<file path="src/rtl/core/psa_pkg.sv">
// Package for pixel softmax/argmax: constants, queue entry type, exp tables.
// No dependencies.
package psa_pkg;

  localparam int MAX_CLASSES_DEF = 64;
  localparam int SCORE_W         = 16;
  localparam int CLS_W           = 6;
  localparam int PROB_W          = 16;
  localparam int SUM_W           = 22;
  localparam int QDEPTH          = 2;
  localparam int QAW             = 1;
  localparam logic [PROB_W-1:0] PROB_ONE  = 16'd32768;
  localparam logic [PROB_W-1:0] PROB_HALF = 16'd16384;
  localparam logic [12:0]       M_CLAMP   = 13'd4096;

  typedef struct packed {
    logic                      is_bin;
    logic signed [SCORE_W-1:0] score;   // clamped p in binary mode
    logic                      last;
    logic                      bin_lab; // binary label: 1 selects class 1
  } q_entry_t;

  // round(exp(-k) * 2^24), k = 0..16
  function automatic logic [24:0] exp_int(input logic [4:0] k);
    logic [24:0] v;
    case (k)
      5'd0:  v = 25'd16777216;
      5'd1:  v = 25'd6171993;
      5'd2:  v = 25'd2270549;
      5'd3:  v = 25'd835288;
      5'd4:  v = 25'd307285;
      5'd5:  v = 25'd113044;
      5'd6:  v = 25'd41587;
      5'd7:  v = 25'd15299;
      5'd8:  v = 25'd5628;
      5'd9:  v = 25'd2070;
      5'd10: v = 25'd762;
      5'd11: v = 25'd280;
      5'd12: v = 25'd103;
      5'd13: v = 25'd38;
      5'd14: v = 25'd14;
      5'd15: v = 25'd5;
      default: v = 25'd2;
    endcase
    return v;
  endfunction

  // round(exp(-h/16) * 2^16)
  function automatic logic [16:0] exp_hi(input logic [3:0] h);
    logic [16:0] v;
    case (h)
      4'd0:  v = 17'd65536;
      4'd1:  v = 17'd61565;
      4'd2:  v = 17'd57835;
      4'd3:  v = 17'd54331;
      4'd4:  v = 17'd51039;
      4'd5:  v = 17'd47947;
      4'd6:  v = 17'd45042;
      4'd7:  v = 17'd42313;
      4'd8:  v = 17'd39750;
      4'd9:  v = 17'd37341;
      4'd10: v = 17'd35079;
      4'd11: v = 17'd32954;
      4'd12: v = 17'd30957;
      4'd13: v = 17'd29081;
      4'd14: v = 17'd27319;
      default: v = 17'd25664;
    endcase
    return v;
  endfunction

  // round(exp(-l/256) * 2^16)
  function automatic logic [16:0] exp_lo(input logic [3:0] l);
    logic [16:0] v;
    case (l)
      4'd0:  v = 17'd65536;
      4'd1:  v = 17'd65280;
      4'd2:  v = 17'd65026;
      4'd3:  v = 17'd64772;
      4'd4:  v = 17'd64520;
      4'd5:  v = 17'd64268;
      4'd6:  v = 17'd64018;
      4'd7:  v = 17'd63768;
      4'd8:  v = 17'd63520;
      4'd9:  v = 17'd63272;
      4'd10: v = 17'd63025;
      4'd11: v = 17'd62780;
      4'd12: v = 17'd62535;
      4'd13: v = 17'd62291;
      4'd14: v = 17'd62048;
      default: v = 17'd61806;
    endcase
    return v;
  endfunction

endpackage

</file>
<file path="src/rtl/core/pixel_softmax_argmax_top.sv">
// Pixel softmax/argmax. Logits enter one per cycle while the 2-entry queue has room.
// Binary pixel: 2 results. Multi-class pixel of n classes: an exp/sum pass over
// all n logits, then a pass of exp plus 16-step serial divide for each class.
// The back-end sequencer and its restoring divider set the rate; the queue is popped only while idle.
// Reset (rst_ni, async low) clears mode, queue, max/argmax, count and sum; no clear pass.
// Depends on psa_pkg, psa_front, psa_fifo, psa_back.
module pixel_softmax_argmax_top #(
  parameter int MAX_CLASSES = psa_pkg::MAX_CLASSES_DEF
) (
  input  logic                                clk_i,
  input  logic                                rst_ni,
  // configuration: binary_mode
  input  logic                                cfg_valid_i,
  output logic                                cfg_ready_o,
  input  logic                                cfg_data_i,
  // input transactions: one logit (or binary probability) each
  input  logic                                in_valid_i,
  output logic                                in_stall_o,
  input  logic signed [psa_pkg::SCORE_W-1:0]  score_i,
  input  logic                                last_class_i,
  // output transactions: one class probability each
  output logic                                out_valid_o,
  input  logic                                out_stall_i,
  output logic [psa_pkg::CLS_W-1:0]           class_index_o,
  output logic [psa_pkg::PROB_W-1:0]          probability_o,
  output logic [psa_pkg::CLS_W-1:0]           label_o,
  output logic                                last_o
);

  psa_pkg::q_entry_t push_entry, pop_entry;
  logic              push, pop, q_full, q_valid;

  // register writes must happen only while idle; the user is bound, the block does not enforce it, so always ready
  assign cfg_ready_o = 1'b1;
  assign in_stall_o  = q_full;

  // front: tags each item with the current mode, clamps binary p
  psa_front u_front (
    .clk_i        (clk_i),
    .rst_ni       (rst_ni),
    .cfg_valid_i  (cfg_valid_i && cfg_ready_o),
    .cfg_data_i   (cfg_data_i),
    .in_valid_i   (in_valid_i),
    .score_i      (score_i),
    .last_class_i (last_class_i),
    .q_full_i     (q_full),
    .push_o       (push),
    .entry_o      (push_entry)
  );

  // decouples input acceptance from the long back-end walk
  psa_fifo u_fifo (
    .clk_i   (clk_i),
    .rst_ni  (rst_ni),
    .push_i  (push),
    .wdata_i (push_entry),
    .full_o  (q_full),
    .pop_i   (pop),
    .valid_o (q_valid),
    .rdata_o (pop_entry)
  );

  // back: buffer, max/argmax, exp table, sum pass, divide pass, output register
  psa_back #(
    .MAX_CLASSES (MAX_CLASSES)
  ) u_back (
    .clk_i         (clk_i),
    .rst_ni        (rst_ni),
    .q_valid_i     (q_valid),
    .q_data_i      (pop_entry),
    .pop_o         (pop),
    .out_valid_o   (out_valid_o),
    .out_stall_i   (out_stall_i),
    .class_index_o (class_index_o),
    .probability_o (probability_o),
    .label_o       (label_o),
    .last_o        (last_o)
  );

endmodule

</file>
<file path="src/rtl/core/psa_fifo.sv">
// Two-entry transaction queue between front and back of pixel softmax/argmax.
// Depends on psa_pkg.
module psa_fifo (
  input  logic               clk_i,
  input  logic               rst_ni,
  input  logic               push_i,
  input  psa_pkg::q_entry_t  wdata_i,
  output logic               full_o,
  input  logic               pop_i,
  output logic               valid_o,
  output psa_pkg::q_entry_t  rdata_o
);

  psa_pkg::q_entry_t             mem_q [psa_pkg::QDEPTH];
  logic [psa_pkg::QAW-1:0]       wptr_q, rptr_q;
  logic [psa_pkg::QAW:0]         cnt_q;

  assign full_o  = (cnt_q == (psa_pkg::QAW+1)'(psa_pkg::QDEPTH));
  assign valid_o = (cnt_q != '0);
  assign rdata_o = mem_q[rptr_q];

  always_ff @(posedge clk_i) begin
    if (push_i) begin
      mem_q[wptr_q] <= wdata_i;
    end
  end

  always_ff @(posedge clk_i or negedge rst_ni) begin
    if (!rst_ni) begin
      wptr_q <= '0;
      rptr_q <= '0;
      cnt_q  <= '0;
    end else begin
      if (push_i) wptr_q <= wptr_q + 1'b1;
      if (pop_i)  rptr_q <= rptr_q + 1'b1;
      if (push_i && !pop_i)      cnt_q <= cnt_q + 1'b1;
      else if (!push_i && pop_i) cnt_q <= cnt_q - 1'b1;
    end
  end

endmodule

</file>
<file path="src/rtl/core/psa_front.sv">
// Front end: mode register, input acceptance, item classification.
// Depends on psa_pkg; feeds psa_fifo.
module psa_front (
  input  logic                                clk_i,
  input  logic                                rst_ni,
  input  logic                                cfg_valid_i,
  input  logic                                cfg_data_i,
  input  logic                                in_valid_i,
  input  logic signed [psa_pkg::SCORE_W-1:0]  score_i,
  input  logic                                last_class_i,
  input  logic                                q_full_i,
  output logic                                push_o,
  output psa_pkg::q_entry_t                   entry_o
);

  logic binary_mode_q;

  always_ff @(posedge clk_i or negedge rst_ni) begin
    if (!rst_ni) begin
      binary_mode_q <= 1'b0;
    end else if (cfg_valid_i) begin
      binary_mode_q <= cfg_data_i;
    end
  end

  assign push_o = in_valid_i && !q_full_i;

  always_comb begin
    entry_o.is_bin  = binary_mode_q;
    entry_o.last    = last_class_i;
    entry_o.score   = score_i;
    entry_o.bin_lab = 1'b1;
    if (binary_mode_q) begin
      if (score_i[psa_pkg::SCORE_W-1]) entry_o.score = '0;
      entry_o.bin_lab = !(!score_i[psa_pkg::SCORE_W-1] &&
                          (unsigned'(score_i) > psa_pkg::PROB_HALF));
    end
  end

endmodule

</file>
<file path="src/rtl/core/psa_back.sv">
// Back end: logit buffer, running max/argmax, exp and sum, serial divide, output.
// Depends on psa_pkg; drains psa_fifo.
module psa_back #(
  parameter int MAX_CLASSES = psa_pkg::MAX_CLASSES_DEF
) (
  input  logic                          clk_i,
  input  logic                          rst_ni,
  input  logic                          q_valid_i,
  input  psa_pkg::q_entry_t             q_data_i,
  output logic                          pop_o,
  output logic                          out_valid_o,
  input  logic                          out_stall_i,
  output logic [psa_pkg::CLS_W-1:0]     class_index_o,
  output logic [psa_pkg::PROB_W-1:0]    probability_o,
  output logic [psa_pkg::CLS_W-1:0]     label_o,
  output logic                          last_o
);

  localparam int IW = $clog2(MAX_CLASSES);
  localparam int CW = $clog2(MAX_CLASSES + 1);
  localparam int SW = psa_pkg::SUM_W;

  localparam logic [3:0] S_IDLE = 4'd0;
  localparam logic [3:0] S_BIN1 = 4'd1;
  localparam logic [3:0] S_RD   = 4'd2;
  localparam logic [3:0] S_E1   = 4'd3;
  localparam logic [3:0] S_E2   = 4'd4;
  localparam logic [3:0] S_E3   = 4'd5;
  localparam logic [3:0] S_DIV  = 4'd6;
  localparam logic [3:0] S_FIN  = 4'd7;
  localparam logic [3:0] S_OUT  = 4'd8;

  logic [3:0] state_q, state_d, ret_q, ret_d;

  logic signed [15:0] mem [MAX_CLASSES];
  logic signed [15:0] rdata_q;

  logic signed [15:0] max_q, max_d;
  logic [IW-1:0]      best_q, best_d;
  logic [CW-1:0]      cnt_q, cnt_d;
  logic [CW-1:0]      idx_q, idx_d;
  logic               emit_q, emit_d;
  logic [SW-1:0]      sum_q, sum_d;
  logic [41:0]        p1_q, p1_d;
  logic [37:0]        plo_q, plo_d;
  logic [3:0]         l_q, l_d;
  logic [SW-1:0]      r_q, r_d;
  logic [15:0]        dvd_q, dvd_d;
  logic [3:0]         dcnt_q, dcnt_d;
  logic [15:0]        binp_q, binp_d;
  logic [5:0]         blab_q, blab_d;

  logic [5:0]  rcls_q, rcls_d, rlab_q, rlab_d;
  logic [15:0] rprob_q, rprob_d;
  logic        rlast_q, rlast_d;

  logic        ov_q, ov_d;
  logic [5:0]  ocls_q, olab_q;
  logic [15:0] oprob_q;
  logic        olast_q;

  logic        wr_en, rd_en, out_free;
  logic [16:0] diff;
  logic [12:0] m;
  logic [37:0] hi_prod;
  logic [58:0] full;
  logic [30:0] dvd_init;
  logic [SW:0] r_sh;

  assign out_free = !ov_q || !out_stall_i;
  assign pop_o    = (state_q == S_IDLE) && q_valid_i;
  assign wr_en    = pop_o && !q_data_i.is_bin && (cnt_q < CW'(MAX_CLASSES));
  assign rd_en    = (state_q == S_RD);

  always_ff @(posedge clk_i) begin
    if (wr_en) mem[cnt_q[IW-1:0]] <= q_data_i.score;
    if (rd_en) rdata_q <= mem[idx_q[IW-1:0]];
  end

  always_comb begin
    diff     = {max_q[15], max_q} - {rdata_q[15], rdata_q};
    m        = (diff > 17'(psa_pkg::M_CLAMP)) ? psa_pkg::M_CLAMP : diff[12:0];
    hi_prod  = 38'(p1_q[41:21]) * 38'(psa_pkg::exp_lo(l_q));
    full     = 59'(plo_q) + (59'(hi_prod) << 21) + (59'(1) << 40);
    // e * 2^15 plus half the sum, rounding seed of the divider
    dvd_init = {full[56:41], 15'd0} + 31'(sum_q >> 1);
    r_sh     = {r_q, dvd_q[15]};
  end

  always_comb begin
    state_d = state_q;  ret_d  = ret_q;
    max_d   = max_q;    best_d = best_q;  cnt_d = cnt_q;  idx_d = idx_q;
    emit_d  = emit_q;   sum_d  = sum_q;   p1_d  = p1_q;   plo_d = plo_q;
    l_d     = l_q;      r_d   = r_q;      dvd_d = dvd_q;
    dcnt_d  = dcnt_q;   binp_d = binp_q;  blab_d = blab_q;
    rcls_d  = rcls_q;   rprob_d = rprob_q; rlab_d = rlab_q; rlast_d = rlast_q;
    ov_d    = ov_q && out_stall_i;
    case (state_q)
      S_IDLE: begin
        if (q_valid_i) begin
          if (q_data_i.is_bin) begin
            binp_d  = q_data_i.score;
            blab_d  = {5'd0, q_data_i.bin_lab};
            rcls_d  = 6'd0;
            rprob_d = q_data_i.score;
            rlab_d  = {5'd0, q_data_i.bin_lab};
            rlast_d = 1'b0;
            ret_d   = S_BIN1;
            state_d = S_OUT;
          end else begin
            if (cnt_q < CW'(MAX_CLASSES)) begin
              if (q_data_i.score > max_q) begin
                max_d  = q_data_i.score;
                best_d = cnt_q[IW-1:0];
              end
              cnt_d = cnt_q + 1'b1;
            end
            if (q_data_i.last) begin
              idx_d   = '0;
              sum_d   = '0;
              emit_d  = 1'b0;
              state_d = S_RD;
            end
          end
        end
      end
      S_BIN1: begin
        rcls_d  = 6'd1;
        rprob_d = psa_pkg::PROB_ONE - binp_q;
        rlab_d  = blab_q;
        rlast_d = 1'b1;
        ret_d   = S_IDLE;
        state_d = S_OUT;
      end
      S_RD: state_d = S_E1;
      S_E1: begin
        p1_d    = 42'(psa_pkg::exp_int({1'b0, m[11:8]} | {m[12], 4'd0}))
                  * 42'(psa_pkg::exp_hi(m[7:4]));
        l_d     = m[3:0];
        state_d = S_E2;
      end
      S_E2: begin
        plo_d   = 38'(p1_q[20:0]) * 38'(psa_pkg::exp_lo(l_q));
        state_d = S_E3;
      end
      S_E3: begin
        if (!emit_q) begin
          sum_d = sum_q + SW'(full[56:41]);
          if (idx_q + 1'b1 == cnt_q) begin
            idx_d  = '0;
            emit_d = 1'b1;
          end else begin
            idx_d = idx_q + 1'b1;
          end
          state_d = S_RD;
        end else begin
          state_d = S_DIV;
          dcnt_d  = 4'd15;
          r_d     = SW'(dvd_init[30:16]);
          dvd_d   = dvd_init[15:0];
        end
      end
      S_DIV: begin
        if (r_sh >= {1'b0, sum_q}) begin
          r_d   = SW'(r_sh - {1'b0, sum_q});
          dvd_d = {dvd_q[14:0], 1'b1};
        end else begin
          r_d   = r_sh[SW-1:0];
          dvd_d = {dvd_q[14:0], 1'b0};
        end
        dcnt_d = dcnt_q - 1'b1;
        if (dcnt_q == '0) state_d = S_FIN;
      end
      S_FIN: begin
        rcls_d  = 6'(idx_q);
        rprob_d = (dvd_q > psa_pkg::PROB_ONE) ? psa_pkg::PROB_ONE : dvd_q;
        rlab_d  = 6'(best_q);
        rlast_d = (idx_q + 1'b1 == cnt_q);
        if (idx_q + 1'b1 == cnt_q) begin
          max_d  = 16'sh8000;
          best_d = '0;
          cnt_d  = '0;
          sum_d  = '0;
          ret_d  = S_IDLE;
        end else begin
          ret_d = S_RD;
        end
        idx_d   = idx_q + 1'b1;
        state_d = S_OUT;
      end
      S_OUT: begin
        if (out_free) begin
          ov_d    = 1'b1;
          state_d = ret_q;
        end
      end
      default: state_d = S_IDLE;
    endcase
  end

  always_ff @(posedge clk_i or negedge rst_ni) begin
    if (!rst_ni) begin
      state_q <= S_IDLE;
      ret_q   <= S_IDLE;
      max_q   <= 16'sh8000;
      best_q  <= '0;
      cnt_q   <= '0;
      idx_q   <= '0;
      emit_q  <= 1'b0;
      sum_q   <= '0;
      dcnt_q  <= '0;
      ov_q    <= 1'b0;
    end else begin
      state_q <= state_d;
      ret_q   <= ret_d;
      max_q   <= max_d;
      best_q  <= best_d;
      cnt_q   <= cnt_d;
      idx_q   <= idx_d;
      emit_q  <= emit_d;
      sum_q   <= sum_d;
      dcnt_q  <= dcnt_d;
      ov_q    <= ov_d;
    end
  end

  always_ff @(posedge clk_i) begin
    p1_q    <= p1_d;
    plo_q   <= plo_d;
    l_q     <= l_d;
    r_q     <= r_d;
    dvd_q   <= dvd_d;
    binp_q  <= binp_d;
    blab_q  <= blab_d;
    rcls_q  <= rcls_d;
    rprob_q <= rprob_d;
    rlab_q  <= rlab_d;
    rlast_q <= rlast_d;
    if (state_q == S_OUT && out_free) begin
      ocls_q  <= rcls_q;
      oprob_q <= rprob_q;
      olab_q  <= rlab_q;
      olast_q <= rlast_q;
    end
  end

  assign out_valid_o   = ov_q;
  assign class_index_o = ocls_q;
  assign probability_o = oprob_q;
  assign label_o       = olab_q;
  assign last_o        = olast_q;

endmodule

</file>
<file path="config.mk">
export PLATFORM = sky130hd
export DESIGN_NAME = pixel_softmax_argmax_top
export DESIGN_NICKNAME = d
export VERILOG_FILES = /design/src/rtl/core/psa_pkg.sv /design/src/rtl/core/pixel_softmax_argmax_top.sv /design/src/rtl/core/psa_fifo.sv /design/src/rtl/core/psa_front.sv /design/src/rtl/core/psa_back.sv
export SDC_FILE = /design/constraint.sdc
export NUM_CORES = 2
export LEC_CHECK = 0
export ABC_AREA = 1
export BUFFER_PORTS_ARGS = -buffer_cell sky130_fd_sc_hd__buf_2
export CAP_MARGIN = 20
export CORE_MARGIN = 5
export CORE_UTILIZATION = 38
export CTS_BUF_LIST = sky130_fd_sc_hd__clkbuf_4 sky130_fd_sc_hd__clkbuf_8
export DETAILED_ROUTE_END_ITERATION = 10
export GPL_ROUTABILITY_DRIVEN = 0
export PLACE_DENSITY = 0.61
export REMOVE_ABC_BUFFERS = 1
export SLEW_MARGIN = 30
export SYNTH_ARGS = -nofsm -noshare
export SYNTH_HDL_FRONTEND = slang
export SYNTH_HIERARCHICAL = 1
export SYNTH_SLANG_ARGS = --single-unit
</file>
<file path="constraint.sdc">
create_clock -name clk_i -period 8.32 [get_ports clk_i]
set_input_delay 1.248 -clock clk_i [delete_from_list [all_inputs] [get_ports clk_i]]
set_output_delay 1.248 -clock clk_i [all_outputs]
set_load 0.01 [all_outputs]
</file>
Word level (Yosys, flattened, before mapping). Memory sizes are Yosys's and may differ from the RTL's. A register that Yosys moved wholly into a read port is not among the register bits. Cells that the tools add are included.

Flip-flop bits (word level): 274. Bits in writable memories: 1062. ROM bits: 1152. Bits of input ports: 23. Memories kept: 6.

$add $sub $neg: 14. Multipliers: 3. Magnitude comparators: 6. Equal/unequal tests: 22. Muxes and demuxes: 87. Bitwise logic cells: 1. Reductions and logical operators: 37.

Memory list: u_back.mem (words 64, bits a word 16, rd ports 1, clocked after Yosys merged registers in 1, write ports 1, line psa_back.sv:35) `logic signed [15:0] mem [MAX_CLASSES];`; (name not given) (words 16, bits a word 23, rd ports 1, clocked after Yosys merged registers in 0, write ports 0, line psa_pkg.sv:26) `case (k)`; (name not given) (words 16, bits a word 17, rd ports 1, clocked after Yosys merged registers in 0, write ports 0, line psa_pkg.sv:51) `case (h)`; (name not given) (words 16, bits a word 16, rd ports 1, clocked after Yosys merged registers in 1, write ports 0, line psa_pkg.sv:75) `case (l)`; (name not given) (words 16, bits a word 16, rd ports 1, clocked after Yosys merged registers in 1, write ports 0, line psa_pkg.sv:75); u_fifo.mem_q (words 2, bits a word 19, rd ports 1, clocked after Yosys merged registers in 0, write ports 1, line psa_fifo.sv:14) `psa_pkg::q_entry_t mem_q [psa_pkg::QDEPTH];`.

Operators by type and width (number): $mux 16 (10); $mux 22 (7); $pmux 22 s3 (1); $pmux 16 s2 (2); $mux 7 (9); $add 38x57->57 (1); $add 57x41->57 const B (1); $mux 6 (9); $mux 25 (2); $mux 4 (12); $pmux 16 s3 (1); $pmux 22 s2 (1); $mul 25x17->42 (1); $mul 21x17->38 (1); $mul 21x17->36 (1); $pmux 6 s3 (2); $mux 17 (2); $pmux 4 s8 (1); $add 31x21->31 (1); $ge 23x22->1 (1); $add 22x16->22 (1); $sub 22x22->22 (1); $pmux 7 s3 (1); $gt 17x13->1 const B (1); 44 further kinds (100).

Longest topological paths before layout. An unclocked memory read counts as a cell.

Depth after elaboration: 8. Gate-level depth with buffers: 53.

Modules after synthesis. Netlist, hierarchy kept.

By module, submodules not included: psa_back (times used 1, cells an instance 8894, area an instance 89854.9 µm²); psa_fifo (times used 1, cells an instance 84, area an instance 1655.3 µm²); psa_front (times used 1, cells an instance 58, area an instance 256.5 µm²); pixel_softmax_argmax_top (times used 1, cells an instance 2, area an instance 11.3 µm²).

Least setup slack after synthesis. Ideal clock, no wire load.

Kind: reg-to-reg. Start point: register (tool-made name). End point: register u_back.sum_q[20]. Arrival time: 8.367 ns. Required time: 8.179 ns. Slack: -0.187 ns. Stages on the path, launching flop included: 45. Clock period less this slack: 8.507 ns. Cells stage by stage: dfxtp_1 clkbuf_1 clkbuf_1 nand2_1 fa_1 fa_1 inv_1 fa_1 fa_1 inv_1 fa_1 inv_1 fa_1 ha_1 nand2_1 nor2_1 inv_1 nor2_1 [... 9 more ...] nand3_1 nand4_1 nand2_1 nor2_1 nor2_1 inv_1 fa_1 o21ai_0 a21oi_1 o21bai_1 a21boi_0 o21ai_0 a21oi_1 o21ai_0 nand2_1 nor2_1 xor2_1 nor2_1.

RTL lines: to (signal assigned) (line psa_back.sv:221) `sum_q <= sum_d;`; to (decl) (line psa_back.sv:43) `logic [SW-1:0] sum_q, sum_d;`.

Worst setup path in the final report.
Start point: register u_back.rdata_q[0], read port of u_back.mem. End point: register u_back.p1_q[27], data pin.

Longest elaborated chain between the ends: 8. Elaborated cells between the ends (all ways): 10. Those cells by class: add/sub: 1; mul: 1; order compare: 1; mux: 4; bitwise: 1; memory: 2.

RTL lines: from (decl) (line psa_back.sv:36) `logic signed [15:0] rdata_q;`; $sub 16x16->17 * (line psa_back.sv:81) `diff = {max_q[15], max_q} - {rdata_q[15], rdata_q};`; $gt 17x13->1 (line psa_back.sv:82) `m = (diff > 17'(psa_pkg::M_CLAMP)) ? psa_pkg::M_CLAMP : diff[12:0];`; $mux 13 * (line psa_back.sv:82); $or 4x5->5 (line psa_back.sv:137) `p1_d = 42'(psa_pkg::exp_int({1'b0, m[11:8]} | {m[12], 4'd0}))`; $mem_v2 16x23; $mux 25 (line psa_pkg.sv:26); $mux 25 (line psa_back.sv:98) `case (state_q)`; $mul 25x17->42 * (line psa_back.sv:138) `* 42'(psa_pkg::exp_hi(m[7:4]));`; to (signal assigned) (line psa_back.sv:228) `p1_q <= p1_d;`; to (decl) (line psa_back.sv:44) `logic [41:0] p1_q, p1_d;`.

Every way passes the cells marked *; elsewhere a longest branch is shown, timed or not. The select of a mux whose other input is x is not followed. A chain may end at the register's enable or synchronous reset.

==> flow_metrics.tcl <==
set metrics [dict create \
    grt_pass1_vias 70900 \
    row_count 180 \
    drc 0 \
    violations "negative setup slack" \
    tritoncts "done" \
    holdWs_ps 201 \
    final_nets 11200 \
    grtUsageTotal_pct 20.8 \
    finalSetupTns_ps -3310 \
    wl_mm 269 \
    period_needed_ps 8610 \
    cp-startpoint "u_back/rdata_q[0]" \
    critPathSlowestCell "fa_2" \
    synth_cells 9038 \
    die_h_um 501 \
    cts_root_buffer "clkbuf_8" \
    fin_ws_ps -292 \
    fmax_mhz 116 \
    fin_cells 13200 \
    setup_viol 24 \
    drv_slew 0 \
    hold_path.class "input port to async pin" \
    synth_top_area_share_pct 41.0 \
    pin_count 55 \
    final_common_cell "nand2_1" \
    synthTopCellsByArea "edfxtp_1 41%, fa_1 18%, nand2_1 7.2%, ha_1 6.8%, inv_1 6.7%" \
    cts_sinks 1342 \
    synth_ff_type "edfxtp_1" \
    worst-path-max-fanout 4 \
    firstDrtPassIters 6 \
    synthArstFlopShare_pct 5.59 \
    start_kind "flop" \
    cts.clk_slew.worst_paths_ps 60 \
    worst_path_largest_cell_delay_ps 580 \
    clock_skew_ps 97.7 \
    fillers 22200 \
    cts_buffer_depth 3 \
    synth_cell_type_count 65 \
    synth_area_per_cell_um2 10.2 \
    coreArea_um2 241000 \
    cp.required_ps 9080 \
    wl_per_cell_um 20.4 \
    fin_util_pct 45.5 \
    p_leak_nw 47.4 \
    ys.warnings.count 6 \
    cap_violations 0 \
    fin_crit_sh_pct 104 \
    hold_violations 0 \
    cpMostUsedCell "buf_6" \
    start_util_pct 38.2 \
    clock_latency_ps 1000 \
    slew_headroom_pct 27.8 \
    synth_largest_area_cell "edfxtp_1" \
    status "finished with violations" \
    synth_edf_count 1254 \
    layout_common_cells "1,640 x nand2_1, 1,567 x inv_1, 1,254 x edfxtp_1" \
    die_w_um 501 \
    antenna_found_initial 2 \
    cts_buffers 219 \
    yosysSeqAreaShare_pct 43.4 \
    rsz0062_at_grt "true" \
    routed-via-count 68800 \
    grt_overflow 0 \
    r2r_start "u_back/rdata_q[0]" \
    area_growth_pct 19.2 \
    vias_per_cell 5.21 \
    layout-drive-gt1-share_pct 19.8 \
    io_buffers 53 \
    dp_hpwl_mm 185 \
    worst_pin_slew_ps 1070 \
    htreeDepth 4 \
    dp_cells 12600 \
    grt_max_degree 122 \
    critPathKind "flop to flop" \
    ir_drop_uv 249 \
    drt_iter0_markers 5519 \
    dieArea_um2 251000 \
    powerDensity_nw_per_um2 273 \
    critPathCaptureType "flop" \
    ys_ff_latch 1342 \
    grt_pass1_wl_mm 408 \
    ant_nets 0 \
    syn_area_um2 91800 \
    arrival_ps 9370 \
]
[registers in the layout, indices dropped and copies added (netlist names), 2 cells and up, named ones only]
name and cells:
u_back/ret_q 2, u_back/dvd_q 16, u_back/mem 1024, u_back/rlab_q 6, u_back/r_q 22, u_back/probability_o 16
u_back/class_index_o 6, u_fifo/mem_q 38, u_back/rcls_q 6, u_back/rprob_q 16, u_back/sum_q 22, u_back/label_o 6
u_back/rdata_q 16, u_back/state_q 4, u_back/dcnt_q 4, u_back/plo_q 17, u_back/cnt_q 7, u_back/p1_q 42
u_fifo/cnt_q 2, u_back/best_q 6, u_back/max_q 16, u_back/l_q 4, u_back/binp_q 16, u_back/idx_q 7
[worst max-delay path, delay by kind of cell (launching register included)]
kind | cells | cell delay [ps]
adder cells (fa/ha/maj) | 10 | 4230
AND/OR/NAND/NOR | 15 | 1690
buffers and inverters | 12 | 1120
AO/OA/AOI/OAI | 4 | 550
flip-flops | 1 | 420
XOR/XNOR | 2 | 380
[per-layer routing]
metal	up-vias	GRT usage [%]	routed length, um
met2	2613	35.9	133000
li1	31200	-	-
met3	641	2.79	16900
met5	-	0	0
met4	0	9.66	13900
met1	34300	26.0	105000
[cell type report]
class | count | area [um2] | area share [%]
Tap cell | 3185 | 3990 | 3.64
Inverter | 1679 | 6390 | 5.84
Timing Repair Buffer | 948 | 7720 | 7.06
Antenna cell | 4 | 10.0 | 0.00915
Clock buffer | 306 | 3720 | 3.40
Multi-Input combinational cell | 5634 | 47000 | 43.0
Clock inverter | 101 | 772 | 0.706
Sequential cell | 1342 | 39800 | 36.4
[through the flow]
step                      cell area [um2]  power, mW  setup WS [ps]
after global routing               109000       31.6           -540
after detailed placement           100000       22.2           -629
after floorplan                     90200       16.5          -5280
after global placement             100000       22.1           -509
final                              109000       29.8           -292
after CTS                          107000       28.9          -50.9
[final timing paths]
| check | endpoint | slack [ps] | cells after the start |
|---|---|---|---|
| min | u_back/sum_q[19] | 200 | 1 |
| min in group clk_i | u_back/label_o[1] | 380 | 0 |
| max reg2reg | u_back/p1_q[27] | -290 | 43 |
| max in group asynchronous | u_back/idx_q[1] | 6780 | 2 |
| min reg2reg | u_back/label_o[1] | 380 | 0 |
| max | u_back/p1_q[27] | -290 | 43 |
[power by group]
group | switching, mW | internal (mW)
clock | 2.76 | 3.09
sequential | 0.341 | 8.81
combinational | 9.29 | 5.54
[cells by family (layout without fill, tap and decap cells)]
group | Yosys count | count (layout) | share of synthesized area, %
AO/OA/AOI/OAI | 1417 | 1417 | 9.24
XOR/XNOR | 131 | 131 | 1.27
adder cells (fa/ha/maj) | 1340 | 1340 | 25.1
buffers and inverters | 2062 | 3034 | 8.63
flip-flops | 1342 | 1342 | 43.4
multiplexers | 19 | 19 | 0.311
other | 1 | 5 | 0.00409
AND/OR/NAND/NOR | 2726 | 2726 | 12.1
[synth_stat cells, types with 22 or more instances]
library cell / n
nand4_1: 44
nand3_1: 265
nand2_2: 22
nand2_1: 1764
o211ai_1: 26
nor3_1: 42
o21ai_0: 281
o221ai_1: 262
a21oi_1: 723
buf_4: 23
ha_1: 502
edfxtp_1: 1254
inv_1: 1649
buf_1: 47
fa_1: 838
nor2_1: 513
inv_2: 25
dfrtp_1: 74
xnor2_1: 50
xor2_1: 80
clkbuf_1: 286
[timing repair]
| item | CTS | global route |
|---|---|---|
| buffers inserted | 83 | 90 |
| pin swaps | 130 | 288 |
| endpoints found under the setup margin | 40 | 51 |
| gates resized for setup | 382 | 499 |
| hold endpoints to repair | 0 | 0 |
| gates cloned | 2 | 0 |
| hold buffers | 0 | 0 |
Note: power is estimated with default switching activity, not from simulation.
